`config.mk`:
```
export PLATFORM = sky130hd
export DESIGN_NAME = umc_front
export DESIGN_NICKNAME = d
export VERILOG_FILES = /design/src/rtl/core/umc_pkg.sv /design/src/rtl/core/umc_front.sv
export SDC_FILE = /design/constraint.sdc
export NUM_CORES = 1
export LEC_CHECK = 0
export BUFFER_PORTS_ARGS = -buffer_cell sky130_fd_sc_hd__buf_2
export CAP_MARGIN = 0
export CORE_AREA = 4 4 431 433
export DETAILED_ROUTE_END_ITERATION = 10
export DIE_AREA = 0 0 435 437
export GPL_TIMING_DRIVEN = 0
export PLACE_DENSITY = 0.46
export SLEW_MARGIN = 20
export SYNTH_ARGS = -nofsm -noshare
export SYNTH_HDL_FRONTEND = slang
export SYNTH_SLANG_ARGS = --single-unit
```
`constraint.sdc`:
```
create_clock -name clk -period 6.1 [get_ports clk]
set_input_delay 1.83 -clock clk [delete_from_list [all_inputs] [get_ports clk]]
set_output_delay 1.83 -clock clk [all_outputs]
set_load 0.03 [all_outputs]
```
`src/rtl/core/umc_pkg.sv`:
```
// ----------------------------------------------------------------------------
// umc_pkg
// Shared widths, types, constants and helpers for the upwind momentum cell
// update pipeline.
// ----------------------------------------------------------------------------
package umc_pkg;

  localparam int FRAC_BITS = 32;
  localparam int DATA_W    = 48;
  localparam int REG_W     = 47;
  localparam int SUM_W     = DATA_W + 1;
  localparam int OP_W      = DATA_W + 3;
  localparam int HALF_W    = (OP_W + 1) / 2;
  localparam int HI_W      = OP_W - HALF_W;
  localparam int MID_W     = HALF_W + HI_W + 1;
  localparam int PROD_W    = 2 * OP_W;
  localparam int RND_W     = PROD_W + 1 - FRAC_BITS;
  localparam int MUL_LAT   = 5;
  localparam int LAT       = 3 * MUL_LAT + 4;
  localparam int H_DLY     = 3 * MUL_LAT + 2;
  localparam int CFG_IDX_W = 3;

  typedef logic signed [DATA_W-1:0] data_t;
  typedef logic signed [SUM_W-1:0]  sum_t;
  typedef logic signed [OP_W-1:0]   op_t;
  typedef logic        [REG_W-1:0]  reg_t;

  typedef enum logic [CFG_IDX_W-1:0] {
    REG_TIME_STEP      = 3'd0,
    REG_INV_DX         = 3'd1,
    REG_INV_DY         = 3'd2,
    REG_INV_DX_SQUARED = 3'd3,
    REG_INV_DY_SQUARED = 3'd4,
    REG_INV_REYNOLDS   = 3'd5
  } cfg_idx_t;

  localparam reg_t TIME_STEP_RST    = REG_W'(64'd4294967);
  localparam reg_t INV_D_RST        = REG_W'(64'd343597383680);
  localparam reg_t INV_D_SQ_RST     = REG_W'(64'd27487790694400);
  localparam reg_t INV_REYNOLDS_RST = REG_W'(64'd42949673);

  localparam data_t DATA_MAX = {1'b0, {(DATA_W-1){1'b1}}};
  localparam data_t DATA_MIN = {1'b1, {(DATA_W-1){1'b0}}};

  localparam logic [PROD_W:0] RND_FULL = (PROD_W+1)'(1) << (FRAC_BITS - 1);
  localparam logic [PROD_W:0] RND_HALF = (PROD_W+1)'(1) << FRAC_BITS;

  localparam logic [RND_W-1:0] LIM_POS = {{(RND_W-DATA_W+1){1'b0}}, {(DATA_W-1){1'b1}}};
  localparam logic [RND_W-1:0] LIM_NEG = LIM_POS + 1'b1;

  typedef struct packed {
    logic  ydir;
    data_t h;
    data_t upa;
    data_t upb;
    data_t upp;
    data_t upm;
    sum_t  sa;
    sum_t  sb;
    sum_t  cp;
    sum_t  cm;
    op_t   lap_al;
    op_t   lap_ac;
    sum_t  pdiff;
  } front_t;

  function automatic sum_t sx_sum(input data_t v);
    return {v[DATA_W-1], v};
  endfunction

  function automatic op_t sx_op(input sum_t v);
    return {{(OP_W-SUM_W){v[SUM_W-1]}}, v};
  endfunction

  function automatic op_t zx_op(input reg_t v);
    return {{(OP_W-REG_W){1'b0}}, v};
  endfunction

endpackage

```
`src/rtl/core/umc_front.sv`:
```
// ----------------------------------------------------------------------------
// umc_front
// Input register stage: neighbor sums, Laplacian stencils, pressure
// difference, then upwind selection of the flux velocities.
// ----------------------------------------------------------------------------
module umc_front (
  input  logic            clk,
  input  logic            load,
  input  logic            in_command,
  input  umc_pkg::data_t  in_vel_here,
  input  umc_pkg::data_t  in_vel_ahead,
  input  umc_pkg::data_t  in_vel_behind,
  input  umc_pkg::data_t  in_vel_side_plus,
  input  umc_pkg::data_t  in_vel_side_minus,
  input  umc_pkg::data_t  in_cross_plus_a,
  input  umc_pkg::data_t  in_cross_plus_b,
  input  umc_pkg::data_t  in_cross_minus_a,
  input  umc_pkg::data_t  in_cross_minus_b,
  input  umc_pkg::data_t  in_press_ahead,
  input  umc_pkg::data_t  in_press_here,
  output umc_pkg::front_t stg
);

  function automatic logic is_pos(input umc_pkg::sum_t v);
    return !v[umc_pkg::SUM_W-1] && (v != '0);
  endfunction

  logic           ydir_r;
  umc_pkg::data_t h_r, ah_r, bh_r, sp_r, sm_r;
  umc_pkg::sum_t  sa_nxt, sb_nxt, cp_nxt, cm_nxt, pdiff_nxt;
  umc_pkg::sum_t  sa_r, sb_r, cp_r, cm_r, pdiff_r;
  umc_pkg::op_t   h2, lap_al_nxt, lap_ac_nxt, lap_al_r, lap_ac_r;

  always_comb begin
    sa_nxt     = umc_pkg::sx_sum(in_vel_here) + umc_pkg::sx_sum(in_vel_ahead);
    sb_nxt     = umc_pkg::sx_sum(in_vel_here) + umc_pkg::sx_sum(in_vel_behind);
    cp_nxt     = umc_pkg::sx_sum(in_cross_plus_a) + umc_pkg::sx_sum(in_cross_plus_b);
    cm_nxt     = umc_pkg::sx_sum(in_cross_minus_a) + umc_pkg::sx_sum(in_cross_minus_b);
    pdiff_nxt  = umc_pkg::sx_sum(in_press_ahead) - umc_pkg::sx_sum(in_press_here);
    h2         = umc_pkg::sx_op(umc_pkg::sx_sum(in_vel_here)) <<< 1;
    lap_al_nxt = umc_pkg::sx_op(umc_pkg::sx_sum(in_vel_ahead))
                 + umc_pkg::sx_op(umc_pkg::sx_sum(in_vel_behind)) - h2;
    lap_ac_nxt = umc_pkg::sx_op(umc_pkg::sx_sum(in_vel_side_plus))
                 + umc_pkg::sx_op(umc_pkg::sx_sum(in_vel_side_minus)) - h2;
  end

  always_ff @(posedge clk) begin
    if (load) begin
      ydir_r   <= in_command;
      h_r      <= in_vel_here;
      ah_r     <= in_vel_ahead;
      bh_r     <= in_vel_behind;
      sp_r     <= in_vel_side_plus;
      sm_r     <= in_vel_side_minus;
      sa_r     <= sa_nxt;
      sb_r     <= sb_nxt;
      cp_r     <= cp_nxt;
      cm_r     <= cm_nxt;
      pdiff_r  <= pdiff_nxt;
      lap_al_r <= lap_al_nxt;
      lap_ac_r <= lap_ac_nxt;
    end
  end

  always_comb begin
    stg.ydir   = ydir_r;
    stg.h      = h_r;
    stg.upa    = is_pos(sa_r) ? h_r : ah_r;
    stg.upb    = is_pos(sb_r) ? bh_r : h_r;
    stg.upp    = is_pos(cp_r) ? h_r : sp_r;
    stg.upm    = is_pos(cm_r) ? sm_r : h_r;
    stg.sa     = sa_r;
    stg.sb     = sb_r;
    stg.cp     = cp_r;
    stg.cm     = cm_r;
    stg.lap_al = lap_al_r;
    stg.lap_ac = lap_ac_r;
    stg.pdiff  = pdiff_r;
  end

endmodule

```
==> results_dict.tcl, run 1 <==
set metrics [dict create \
    dp_cells 7618 \
    firstDrtPassIters 8 \
    hold_viol_final 0 \
    synth-seq-area-share_pct 41.3 \
    layout_setup_ws_ps 142 \
    cp_slowest_stage_delay_ps 580 \
    syn_inst 4105 \
    dp_slack_ps -612 \
    critPathMaxFanout 7 \
    crit_path_start_kind "primary input" \
    grt-ovfl-total 0 \
    cp_top_family "compound AO/OA/AOI/OAI gates" \
    async_flop_share_pct 0 \
    grt_first_pass_wirelength_mm 283 \
    h-tree-depth 3 \
    grt_pass1_vias 37303 \
    synth_nets 5076 \
    root_buffer "clkbuf_16" \
    nNetsFinal 6288 \
    initial_utilization_pct 23.4 \
    cts.sink_count 586 \
    nFillCells 19179 \
    vdd_drop_max_mv 0.196 \
    cp.arrival_ps 6390 \
    maxSlewViolCount 0 \
    finalSetupViolations 0 \
    stdcell_count 7784 \
    max_freq_mhz 168 \
    cp_num_buf_inv 2 \
    seqPwrFrac_pct 32.8 \
    synth-main-ff-cell "edfxtp_1" \
    syn2layout_area_growth_pct 27.8 \
    wire_per_inst_um 26.5 \
    via_count 37690 \
    fp.coreArea_sq_um 182000 \
    port_buffers 1118 \
    drc 0 \
    antenna_found_initial 45 \
    cts.clk_slew.worst_paths_ps 60 \
    final.min_clock_period_ps 5960 \
    cts_tree "yes" \
    path_class "in -> reg" \
    power_frac_clock_pct 29.3 \
    min_period_over_period_pct 97.7 \
    crit_chain "buf_2, fa_1, inv_1, ha_1, nor2b_1, o211ai_1, a21boi_0, o21ai_0, o21ai_1, a31oi_1, o41a_1, o21ai_1, a21boi_0, xnor2_1" \
    rsz0062_at_grt "false" \
    intPower_uw 10400 \
    worst_pin_slew_ps 923 \
    viasPerCell 4.84 \
    globalplace.congestion 0.964 \
    postSynthAreaPerCell_sq_um 10.4 \
    power_density_nw_per_um2 320 \
    p_leak_uw 0.0245 \
    syn_area_sq_um 42600 \
    dieArea_sq_um 190000 \
    dieHeight_um 437 \
    p_comb_share_pct 37.9 \
    drv_cap 0 \
    status "complete, no violations" \
    ys_types 92 \
    ys_warn_count 0 \
    wl_mm 206 \
    p_sw_uw 7060 \
    required_ps 6540 \
    drive_above_1_share_pct 28.3 \
    switching_share_pct 40.5 \
    grt_max_degree 98 \
    dpl.hpwl_mm 175 \
    relSlewSlack_pct 37.8 \
    hold_path_class "in -> reg" \
    ys_ff_latch 586 \
    cts_buffer_depth 3 \
    synth_edf_count 586 \
    ant_nets 0 \
    end_kind "flip-flop" \
    drt_iter0_drc 2935 \
    grt_usage_pct 20.7 \
    pin_count 1119 \
    fp-row-count 157 \
    cp_slowest_cell "o41a_1" \
    die_x_um 435 \
    numCtsBuffers 82 \
]
-- area by class of cell --
| cell class | instances | area, sq um | share of cell area, % |
|---|---|---|---|
| multi-input cells | 2873 | 22600 | 41.5 |
| clock buffers | 98 | 2110 | 3.88 |
| repair buffers | 1129 | 5850 | 10.8 |
| flip-flops and latches | 586 | 17600 | 32.3 |
| clock inverters | 51 | 686 | 1.26 |
| well taps | 2385 | 2980 | 5.48 |
| inverters | 527 | 1980 | 3.63 |
| diodes | 17 | 42.5 | 0.0782 |
| plain buffers | 118 | 601 | 1.10 |
-- cells by family after synthesis --
group                    after synthesis  share of synthesized area, %
XOR/XNOR                             307                          6.31
adder cells (fa/ha/maj)              440                          14.7
AO/OA/AOI/OAI                       1107                          16.8
flip-flops                           586                          41.3
AND/OR/NAND/NOR                      824                          9.73
multiplexers                         195                          5.15
buffers and inverters                646                          6.02
-- cell usage in the layout (no fill, tap or decap), drive strengths merged, types with 63 or more instances in the layout --
cell type,count
ha,339
nor2,171
inv,530
nand3,63
mux2,193
o21ai,187
xor2,115
o21bai,71
buf,1141
nand4,79
a21o,213
clkbuf,199
xnor2,192
a21oi,360
edfxtp,586
fa,101
nand2,210
-- power by group through the flow --
| stage | registers [uW] | logic, uW | clock network [uW] |
|---|---|---|---|
| floorplan | 6600 | 3150 | 0 |
| global placement | 5870 | 6590 | 0 |
| detailed placement | 5790 | 6590 | 0 |
| CTS | 5730 | 6640 | 5290 |
| global route | 5760 | 7060 | 5420 |
| finish | 5710 | 6600 | 5110 |
-- cells in the mapped netlist, drive strengths merged, types with 20 or more instances --
cell type,n,area [sq um]
a211oi,20,155
a21o,213,1600
a21oi,360,1810
a31oi,43,269
and2,20,126
and3,45,287
clkbuf,102,415
edfxtp,586,17600
fa,101,2020
ha,339,4240
inv,527,1980
mux2,193,2170
nand2,210,788
nand2b,45,289
nand3,63,315
nand4,79,494
nor2,171,644
nor2b,36,225
nor3,45,225
nor4,61,382
o211ai,26,205
o21a,23,173
o21ai,187,936
o21bai,71,533
o31ai,27,208
xnor2,192,1680
xor2,115,1010
-- sequential cells by signal, indices dropped and copies added, names as in the netlist --
| signal | cells |
|---|---|
| ah_r | 48 |
| bh_r | 48 |
| cm_r | 49 |
| cp_r | 49 |
| h_r | 48 |
| lap_ac_r | 50 |
| lap_al_r | 50 |
| pdiff_r | 49 |
| sa_r | 49 |
| sb_r | 49 |
| sm_r | 48 |
| sp_r | 48 |
| ydir_r | 1 |
-- metal layers --
| metal | vias up | part of all wire [%] | global-route usage, % |
|---|---|---|---|
| met5 | - | 0.013 | 0 |
| met4 | 4 | 4.4 | 8.02 |
| met3 | 296 | 4.5 | 3.16 |
| met2 | 1364 | 50 | 36.6 |
| met1 | 18604 | 41 | 25.3 |
| li1 | 17422 | - | - |
-- stage by stage --
stage          instance area [sq um]  total power (uW)   TNS, ps  util, %  hold WS (ps)
2_1_floorplan                  42600              9750         0        -          1930
3_3_place_gp                   51200             12500  -4389450     28.1          2010
3_5_place_dp                   51500             12400    -12430     28.3          2010
4_1_cts                        54400             17600         0     29.9          1190
5_1_grt                        54400             18200         0     29.9          1220
6_report                       54400             17400         0     29.9          1280
-- path summary, 6_finish.rpt --
check | start | to | slack, ps | cells after the start
hold / removal | in_vel_side_minus[15] | sm_r[15]$_DFFE_PP_ | 1280 | 1
setup / recovery | in_vel_here[1] | lap_al_r[44]$_DFFE_PP_ | 140 | 14
-- timing repair --
item	4_1_cts	5_1_grt
setup endpoints to repair	144	20
setup buffers	1	0
resized for setup	18	1
pin swaps	2	0
hold buffers	0	0
(Power assumes the default switching activity.)
==> run 2, diff against run 1 <==
CTS_CLUSTER_DIAMETER = 100   (was not set)
SETUP_SLACK_MARGIN = 0.3   (was not set)
clock period = 7.5 ns   (was 6.1 ns; I/O delays follow)
==> run 2 against run 1 <==
Effect of this change:
- flip-flop and latch count is the same
- sequential power is 19% lower
- clock-buffer cell count is 3 lower
==> results_dict.tcl, run 2 (synthesis gave the netlist of run 1 again) <==
set metrics [dict create \
    pin_count 1119 \
    port_buffers 1118 \
    via_count 37714 \
    relSlewSlack_pct 35.6 \
    finalSetupViolations 0 \
    nNetsFinal 6288 \
    viasPerCell 4.84 \
    fp.coreArea_sq_um 182000 \
    hold_viol_final 0 \
    total_power_uw 14100 \
    grt_usage_pct 20.7 \
    required_ps 5250 \
    drv_cap 0 \
    cts.sink_count 586 \
    numCtsBuffers 82 \
    drc 0 \
    dieArea_sq_um 190000 \
    cts.clk_slew.worst_paths_ps 60 \
    cts_buffer_depth 3 \
    holdBufCountCts 0 \
    final_common_cell "buf_2" \
    wire_per_inst_um 26.5 \
    maxSlewViolCount 0 \
    status "complete, no violations" \
    cp_slowest_stage_delay_ps 700 \
    rsz0062_at_grt "false" \
    syn2layout_area_growth_pct 27.6 \
    end_kind "output pin" \
    dp_cells 7618 \
    wl_mm 206 \
    min_period_over_period_pct 93.1 \
    crit_chain "nor4_2, nand4_1, o31ai_2, clkbuf_4, buf_1, mux2_2, buf_2" \
    h-tree-depth 3 \
    cp.arrival_ps 4730 \
    dieHeight_um 437 \
    grt_pass1_vias 37314 \
    antenna_found_initial 46 \
    root_buffer "clkbuf_16" \
    cp_top_family "buffers and inverters" \
    path_class "reg -> out" \
    cts_setup_buffers 0 \
    initial_utilization_pct 23.4 \
    power_density_nw_per_um2 260 \
    ant_nets 0 \
    globalplace.congestion 0.964 \
    stdcell_count 7788 \
    hold_path_class "in -> reg" \
    p_leak_uw 0.0245 \
    grt_max_degree 98 \
    grt_first_pass_wirelength_mm 284 \
    fp-row-count 157 \
    nFillCells 19192 \
    cts_tree "yes" \
    dpl.hpwl_mm 175 \
    crit_path_start_kind "flip-flop" \
    die_x_um 435 \
    reg.largest.list "lap_ac_r x50, lap_al_r x50" \
    drive_above_1_share_pct 28.2 \
    cp_slowest_cell "o31ai_2" \
    mostFrequentLayoutCells "1119 x buf_2, 586 x edfxtp_1, 527 x inv_1" \
    worst_pin_slew_ps 957 \
    vdd_drop_max_mv 0.150 \
    firstDrtPassIters 6 \
    grt-ovfl-total 0 \
    final.min_clock_period_ps 6980 \
    drt_iter0_drc 2929 \
    critPathMaxFanout 10 \
    max_freq_mhz 143 \
    cp_num_buf_inv 3 \
]
-- run 2: cell types whose count changed in the layout (fill, tap and decap cells not counted), sizes merged --
cell and change:
inv +2, clkinvlp +5, clkinv -1, clkbuf -2, bufinv -2, diode +3, buf -1
-- run 2: metrics by stage --
stage	TNS (ps)	area [sq um]	util [%]	hold slack, ps	setup WS, ps
floorplan	0	42600	-	2350	2150
global placement	-3687880	51200	28.1	2430	-6430
detailed placement	0	51500	28.3	2430	368
CTS	0	54300	29.8	1600	317
global route	0	54300	29.8	1640	383
finish	0	54300	29.8	1690	516
-- run 2: metal layers --
metal  share of wire, %  vias up  wire length (um)  track usage (%)
li1                   -    17411                 -                -
met1                 41    18655             84600             25.4
met2                 50     1340            103000             36.6
met3                4.6      302              9430             3.03
met4                4.2        6              8640             8.09
met5              0.020        -                41                0
-- run 2: area by class of cell --
type | instances | area (sq um) | area share, %
Multi-Input combinational cell | 2873 | 22500 | 41.4
Sequential cell | 586 | 17600 | 32.4
Timing Repair Buffer | 1128 | 5840 | 10.8
Tap cell | 2385 | 2980 | 5.49
Clock buffer | 95 | 2100 | 3.87
Inverter | 527 | 1980 | 3.64
Clock inverter | 55 | 671 | 1.23
Buffer | 119 | 597 | 1.10
Antenna cell | 20 | 50.0 | 0.0921
-- run 2: final timing paths --
check                  start                  to  slack [ps]  cells past startpoint
max        sb_r[5]$_DFFE_PP_            stg[477]         520                      7
min    in_vel_side_minus[15]  sm_r[15]$_DFFE_PP_        1690                      1
-- run 2: repair_timing --
| item | CTS | global route |
|---|---|---|
| endpoints found under the hold margin | 0 | 0 |
| endpoints found under the setup margin | 22 | 0 |
| resized for setup | 6 | 0 |
-- run 2: power by group --
group          switching (uW)  leakage, uW  internal [uW]
sequential                348      0.00573           4300
combinational            3650       0.0174           1710
clock                    1740      0.00132           2350
